### src/rtl/assert_macros.svh
// Assertion macros shared by the decoder modules.
`ifndef ASSERT_MACROS_SVH
`define ASSERT_MACROS_SVH

// Same-cycle implication, checked out of reset.
`define ASSERT_IMPL(label, ante, cons) \
    label: assert property (@(posedge clk) disable iff (!rst_n) (ante) |-> (cons)) \
        else $error("assertion failed");

// Next-cycle implication, checked out of reset.
`define ASSERT_NEXT(label, ante, cons) \
    label: assert property (@(posedge clk) disable iff (!rst_n) (ante) |=> (cons)) \
        else $error("assertion failed");

`endif

### src/rtl/lpu8_pkg.sv
// Shared types and constants for the length-prefixed UTF-8 string decoder.
`timescale 1ns / 1ps

package lpu8_pkg;

    localparam int LENGTH_BITS_DEFAULT = 32;
    // Width that holds any varint contribution before it is cut to the length width.
    localparam int ADD_W = 40;
    localparam int UNIT_W = 16;

    typedef struct packed {
        logic [UNIT_W-1:0] code_unit;
        logic              last;
        logic              empty_res;
    } lpu8_res_t;

endpackage

### src/rtl/lpu8_core.sv
// Decode state and per-byte next-state logic of the string decoder.
`timescale 1ns / 1ps
`include "assert_macros.svh"

module lpu8_core #(
    parameter int LENGTH_BITS = lpu8_pkg::LENGTH_BITS_DEFAULT
) (
    input  logic                clk,
    input  logic                rst_n,
    input  logic                accept,
    input  logic [7:0]          in_byte,
    output logic                res_valid,
    output lpu8_pkg::lpu8_res_t res
);
    import lpu8_pkg::*;

    typedef enum logic [1:0] {
        PH_LEN,
        PH_LEAD,
        PH_CONT
    } phase_t;

    phase_t                 phase_reg, phase_next;
    logic [LENGTH_BITS-1:0] length_accum_reg, length_accum_next;
    logic [2:0]             varint_index_reg, varint_index_next;
    logic [LENGTH_BITS-1:0] chars_left_reg, chars_left_next;
    logic [UNIT_W-1:0]      partial_unit_reg, partial_unit_next;
    logic [1:0]             pending_reg, pending_next;

    logic [ADD_W-1:0]       add_wide;
    logic [LENGTH_BITS-1:0] acc_or;
    logic                   done;
    logic [LENGTH_BITS-1:0] chars_dec;
    logic [UNIT_W-1:0]      unit_emit;
    logic                   emit;
    logic [1:0]             pend_dec;

    always_comb
    begin
        phase_next        = phase_reg;
        length_accum_next = length_accum_reg;
        varint_index_next = varint_index_reg;
        chars_left_next   = chars_left_reg;
        partial_unit_next = partial_unit_reg;
        pending_next      = pending_reg;
        res_valid         = 1'b0;
        res               = '0;
        emit              = 1'b0;
        unit_emit         = '0;
        chars_dec         = chars_left_reg - LENGTH_BITS'(1);
        pend_dec          = pending_reg - 2'd1;

        // Varint contribution: 7 bits per byte, fifth byte whole at bit 28.
        if (varint_index_reg < 3'd4)
        begin
            add_wide = {{(ADD_W - 7){1'b0}}, in_byte[6:0]} << (7 * varint_index_reg);
            done     = !in_byte[7];
        end
        else
        begin
            add_wide = {{(ADD_W - 8){1'b0}}, in_byte} << 28;
            done     = 1'b1;
        end
        acc_or = length_accum_reg | add_wide[LENGTH_BITS-1:0];

        case (phase_reg)
            PH_LEAD:
            begin
                case (in_byte[7:4]) inside
                    [4'h0:4'h7]:
                    begin
                        emit      = 1'b1;
                        unit_emit = {8'h00, in_byte};
                    end
                    4'hC, 4'hD:
                    begin
                        partial_unit_next = {5'b0, in_byte[4:0], 6'b0};
                        pending_next      = 2'd1;
                        phase_next        = PH_CONT;
                    end
                    4'hE:
                    begin
                        partial_unit_next = {in_byte[3:0], 12'b0};
                        pending_next      = 2'd2;
                        phase_next        = PH_CONT;
                    end
                    default:
                    begin
                        // Stray continuation or 4-byte lead: dropped.
                    end
                endcase
            end
            PH_CONT:
            begin
                pending_next = pend_dec;
                if (pend_dec == 2'd0)
                begin
                    emit      = 1'b1;
                    unit_emit = partial_unit_reg | {10'b0, in_byte[5:0]};
                end
                else
                begin
                    partial_unit_next = partial_unit_reg | {4'b0, in_byte[5:0], 6'b0};
                end
            end
            default:
            begin
                length_accum_next = acc_or;
                if (!done)
                begin
                    varint_index_next = varint_index_reg + 3'd1;
                end
                else
                begin
                    length_accum_next = '0;
                    varint_index_next = '0;
                    partial_unit_next = '0;
                    pending_next      = '0;
                    if (acc_or <= LENGTH_BITS'(1))
                    begin
                        chars_left_next = '0;
                        phase_next      = PH_LEN;
                        res_valid       = 1'b1;
                        res.code_unit   = '0;
                        res.last        = 1'b1;
                        res.empty_res   = 1'b1;
                    end
                    else
                    begin
                        chars_left_next = acc_or - LENGTH_BITS'(1);
                        phase_next      = PH_LEAD;
                    end
                end
            end
        endcase

        if (emit)
        begin
            chars_left_next   = chars_dec;
            partial_unit_next = '0;
            pending_next      = '0;
            phase_next        = (chars_dec == '0) ? PH_LEN : PH_LEAD;
            res_valid         = 1'b1;
            res.code_unit     = unit_emit;
            res.last          = (chars_dec == '0);
            res.empty_res     = 1'b0;
        end

        if (!accept)
        begin
            res_valid = 1'b0;
        end
    end

    always_ff @(posedge clk or negedge rst_n)
    begin
        if (!rst_n)
        begin
            phase_reg        <= PH_LEN;
            length_accum_reg <= '0;
            varint_index_reg <= '0;
            chars_left_reg   <= '0;
            partial_unit_reg <= '0;
            pending_reg      <= '0;
        end
        else if (accept)
        begin
            phase_reg        <= phase_next;
            length_accum_reg <= length_accum_next;
            varint_index_reg <= varint_index_next;
            chars_left_reg   <= chars_left_next;
            partial_unit_reg <= partial_unit_next;
            pending_reg      <= pending_next;
        end
    end

    `ASSERT_IMPL(a_cont_pending, phase_reg == PH_CONT, pending_reg != 2'd0)
    `ASSERT_IMPL(a_chars_in_string, phase_reg != PH_LEN, chars_left_reg != '0)
    `ASSERT_IMPL(a_empty_is_last, res_valid && res.empty_res,
                 res.last && (res.code_unit == '0) && (phase_next == PH_LEN))

endmodule

### src/rtl/lpu8_out_buf.sv
// Two-entry result buffer between the decode logic and the result channel.
`timescale 1ns / 1ps
`include "assert_macros.svh"

module lpu8_out_buf (
    input  logic                clk,
    input  logic                rst_n,
    input  logic                push,
    input  lpu8_pkg::lpu8_res_t push_data,
    output logic                full,
    output logic                pop_valid,
    input  logic                pop_ready,
    output lpu8_pkg::lpu8_res_t pop_data
);
    import lpu8_pkg::*;

    lpu8_res_t  mem_reg [2];
    logic       rd_ptr_reg, rd_ptr_next;
    logic [1:0] count_reg, count_next;
    logic       wr_ptr;
    logic       pop;

    assign full      = (count_reg == 2'd2);
    assign pop_valid = (count_reg != 2'd0);
    assign pop_data  = mem_reg[rd_ptr_reg];
    assign pop       = pop_valid && pop_ready;
    assign wr_ptr    = rd_ptr_reg ^ count_reg[0];

    always_comb
    begin
        rd_ptr_next = pop ? !rd_ptr_reg : rd_ptr_reg;
        count_next  = count_reg + {1'b0, push} - {1'b0, pop};
    end

    always_ff @(posedge clk or negedge rst_n)
    begin
        if (!rst_n)
        begin
            rd_ptr_reg <= 1'b0;
            count_reg  <= 2'd0;
        end
        else
        begin
            rd_ptr_reg <= rd_ptr_next;
            count_reg  <= count_next;
        end
    end

    always_ff @(posedge clk)
    begin
        if (push)
        begin
            mem_reg[wr_ptr] <= push_data;
        end
    end

    `ASSERT_IMPL(a_count_range, 1'b1, count_reg != 2'd3)
    `ASSERT_NEXT(a_push_grows, push && !pop, count_reg == $past(count_reg) + 2'd1)
    `ASSERT_NEXT(a_last_pop_drains, pop && !push && (count_reg == 2'd1), !pop_valid)

endmodule

### src/rtl/length_prefixed_utf8_string_decoder.sv
// Top level of the length-prefixed UTF-8 string decoder.
`timescale 1ns / 1ps

// Decodes a byte stream of strings, each opened by a little-endian base-128
// varint length of 1 to 5 bytes (the fifth byte is taken whole at bit 28;
// length bits above LENGTH_BITS are dropped). The length counts a
// terminator, so 0 or 1 gives a single empty result (code_unit 0, last and
// empty_res high). Otherwise length-1 characters follow in 1, 2 or 3 byte
// UTF-8; each gives one 16-bit code unit, last marking the final one. Lead
// bytes 0x80-0xBF and 0xF0-0xFF are dropped without using up a character,
// and continuation bytes are not checked. Rate: one byte request per cycle
// while the result buffer is not full; the result of a byte is written into
// the result buffer as the byte is taken, and the decode state updates once
// per byte taken. A two-entry result buffer lets byte requests keep flowing
// while a result waits. str_ready falls only when both buffer entries hold
// untaken results. No clearing pass after reset.
module length_prefixed_utf8_string_decoder #(
    parameter int LENGTH_BITS = lpu8_pkg::LENGTH_BITS_DEFAULT
) (
    input  logic        clk,
    input  logic        rst_n,
    input  logic        str_valid,
    output logic        str_ready,
    input  logic [7:0]  in_byte,
    output logic        unit_valid,
    input  logic        unit_ready,
    output logic [15:0] code_unit,
    output logic        last,
    output logic        empty_res
);
    import lpu8_pkg::*;

    logic      accept;
    logic      res_valid;
    lpu8_res_t res;
    lpu8_res_t head;
    logic      buf_full;

    // A byte request is taken whenever the buffer has a free entry, so any
    // result it causes always has room.
    assign str_ready = !buf_full;
    assign accept    = str_valid && str_ready;

    lpu8_core #(
        .LENGTH_BITS(LENGTH_BITS)
    ) u_core (
        .clk      (clk),
        .rst_n    (rst_n),
        .accept   (accept),
        .in_byte  (in_byte),
        .res_valid(res_valid),
        .res      (res)
    );

    lpu8_out_buf u_out_buf (
        .clk      (clk),
        .rst_n    (rst_n),
        .push     (res_valid),
        .push_data(res),
        .full     (buf_full),
        .pop_valid(unit_valid),
        .pop_ready(unit_ready),
        .pop_data (head)
    );

    assign code_unit = head.code_unit;
    assign last      = head.last;
    assign empty_res = head.empty_res;

endmodule
### config.mk
export PLATFORM = sky130hd
export DESIGN_NAME = length_prefixed_utf8_string_decoder
export DESIGN_NICKNAME = d
export VERILOG_FILES = /design/src/rtl/lpu8_pkg.sv /design/src/rtl/lpu8_core.sv /design/src/rtl/lpu8_out_buf.sv /design/src/rtl/length_prefixed_utf8_string_decoder.sv
export VERILOG_INCLUDE_DIRS = /design/src /design/src/rtl
export SDC_FILE = /design/constraint.sdc
export NUM_CORES = 1
export LEC_CHECK = 0
export BUFFER_PORTS_ARGS = -buffer_cell sky130_fd_sc_hd__buf_2
export CAP_MARGIN = 20
export CORE_ASPECT_RATIO = 1.75
export CORE_MARGIN = 2
export CORE_UTILIZATION = 40
export CTS_BUF_LIST = sky130_fd_sc_hd__clkbuf_4 sky130_fd_sc_hd__clkbuf_8
export CTS_CLUSTER_SIZE = 12
export DETAILED_ROUTE_END_ITERATION = 8
export REMOVE_ABC_BUFFERS = 1
export SLEW_MARGIN = 20
export SYNTH_ARGS = -nofsm -noshare
export SYNTH_HDL_FRONTEND = slang
export SYNTH_SLANG_ARGS = --single-unit
export TNS_END_PERCENT = 1
### constraint.sdc
create_clock -name clk -period 4.68 [get_ports clk]
set_input_delay 0.702 -clock clk [delete_from_list [all_inputs] [get_ports clk]]
set_output_delay 0.702 -clock clk [all_outputs]
set_load 0.005 [all_outputs]
==> results.cfg <==
[timing]
fmax_ghz = 0.286
slew_viol_final = 0
min_period_ps = 3490
fin_skew_ps = 9.62
rsz0062_at_grt = false
tns_ps = 0
whs_ps = 280
timing.slew.headroom_pct = 44.4
setup_violations = 0
final-hold-violation-count = 0
fin_crit_sh_pct = 74.7
tightest_slew_ps = 832

[power]
p_total_mw = 4.84
p_leak_nw = 3.03
ir_worst_vdd_v = 0.000234
cellPowerDensity_nw_per_um2 = 629

[placed_design]
place_inst = 947
port-buffer-count = 31
gp_congestion = 0.881
dpl.hpwl_um = 15300

[flow_run]
cap_violations = 0

[detailed_routing]
drt_iter0_markers = 454
drt_first_pass_iters = 5
wirelength_um = 20500
vias = 5846
drc = 0
viasPerCell = 5.97
wl_per_cell_um = 20.9
antenna_left = 0

[global_route]
antenna_found_initial = 0
grt_max_degree = 50
grt_pass1_vias = 5920
overflow = 0
track_usage_pct = 23.7
grt_pass1_wl_um = 32000

[yosys]
ys_ff_latch = 120
yosys.cell_types.count = 71
ys_warn_count = 0
synth_flop_cell = dfrtp_1
synth_area_um2 = 6900
synth_edf_count = 36
syn_inst = 717
synth-seq-area-share_pct = 46.1
syn_avg_cell_area_um2 = 9.63
synthArstFlopShare_pct = 70.0

[outcome]
run_status = complete, no violations

[die]
row_count = 63
chipHeight_um = 178
start_util_pct = 40.7
core_area_um2 = 16900
fp.dieArea_um2 = 18400
chipWidth_um = 103
io_pins = 32

[clock_network]
clkLatencyLatePin_ps = 460
cts_root_buf = clkbuf_8
clockBufferDepth = 2
htreeDepth = 4
post_cts_buffers = 0
cts_resized = 0
postCtsHoldBufs = 0
numCtsBuffers = 17
cts_tree = yes
clkTransAtPathRegs_ps = 70
cts_sinks = 120

[layout]
num-nets-final = 761
fin_cells = 979
drive_gt1_share_pct = 16.6
fillers = 1601
antennaDiodeCount = 0
largest_register_ffs = 36
syn_to_final_growth_pct = 11.5

[critical_path]
crit_path_start_kind = flip-flop
crit_path_end_kind = flip-flop
path_max_fanout = 24
worst_ep_required_time_ps = 4820
cp.arrival_ps = 3630
crit_type = reg -> reg

[worst_hold_path]
hold_class = in -> async
## worst max-delay path, cell delays in order, from the launching register on
cell,delay (ps)
dfrtp_1,880
nor2b_1,210
a21oi_1,550
nand4_4,280
nor3_1,390
nand4b_1,200
a21o_1,250
nor2b_1,130
buf_4,280
## worst paths after layout
path                                              from                          end  slack (ps)  depth (start not counted)
max                         u_core.varint_index_reg[2]      u_out_buf.mem_reg[0][5]        1190                          8
min                                              rst_n  u_core.length_accum_reg[21]         280                          1
max reg2reg                 u_core.varint_index_reg[2]      u_out_buf.mem_reg[0][5]        1190                          8
min reg2reg                u_core.partial_unit_reg[14]  u_core.partial_unit_reg[14]         470                          2
max in group asynchronous                        rst_n    u_core.chars_left_reg[25]        3440                          2
min in group clk           u_core.partial_unit_reg[14]  u_core.partial_unit_reg[14]         470                          2
## cells in the final DEF (no fill, tap or decap), drive strengths merged, types with 7 or more instances in the layout
master  synthesis  routed
o221ai         12      12
edfxtp         36      36
inv            16      18
nor3           26      26
ha             10      10
xor2            8       8
nand4          12      12
dfrtp          84      84
nand2          79      79
buf            13      41
and2           24      24
a21oi          74      74
nand3          20      20
mux2           18      18
clkbuf         25      22
xnor2          28      28
o21ai          58      58
nor2           46      46
nor2b          13      13
a22o            7       7
or3             7       7
nor4           20      20
## Yosys cell counts (all sizes together), types with 6 or more instances
master | count | area share [%]
dfrtp | 84 | 30
nand2 | 79 | 4.3
a21oi | 74 | 5.5
o21ai | 58 | 4.2
nor2 | 46 | 2.5
edfxtp | 36 | 16
xnor2 | 28 | 3.6
nor3 | 26 | 2.1
clkbuf | 25 | 1.4
and2 | 24 | 2.2
nand3 | 20 | 1.5
nor4 | 20 | 2.6
mux2 | 18 | 2.9
inv | 16 | 0.87
buf | 13 | 1.1
nor2b | 13 | 1.3
nand4 | 12 | 1.6
o221ai | 12 | 1.5
ha | 10 | 1.8
xor2 | 8 | 1.0
a22o | 7 | 0.89
or3 | 7 | 0.71
a2111oi | 6 | 1.8
a22oi | 6 | 0.65
nor4b | 6 | 0.85
## per-layer routing
metal / track usage, % / wire (µm)
met1: 22.7 / 6890
met2: 42.3 / 11000
met3: 4.21 / 724
met4: 19.7 / 1880
met5: 0 / 0
## report_power, final
group	leakage [nW]	total, mW	switching [mW]	internal (mW)
clock network	0.223	1.03	0.443	0.591
logic	1.34	2.17	1.40	0.772
registers	1.46	1.64	0.323	1.32
## kinds of logic (layout without fill, tap and decap cells)
kind of cell	after synthesis	count (layout)	share of synthesized area [%]
compound gates	193	193	17.9
xor+xnor	36	36	4.57
fa+ha+maj	10	10	1.81
buf+inv	54	89	3.28
flops	120	120	46.1
mux	19	19	3.08
simple gates	285	285	23.3
## metrics by stage
stage	setup WS, ps	instance area (µm²)	util (%)
final	1190	7700	45.4
after floorplan	1300	6740	-
after global placement	1360	7260	42.8
after global routing	978	7700	45.4
after detailed placement	1290	7260	42.8
after CTS	1280	7690	45.4
## area by class of cell
type                       count  area [µm²]  share of cell area (%)
multi-input combinational    543        3500                    45.5
clock inverter                10         140                    1.82
timing repair buffer          41         233                    3.02
inverter                      16        60.1                   0.780
clock buffer                  22         297                    3.85
sequential                   120        3180                    41.4
tap                          227         284                    3.69
(Power assumes the default switching activity.)
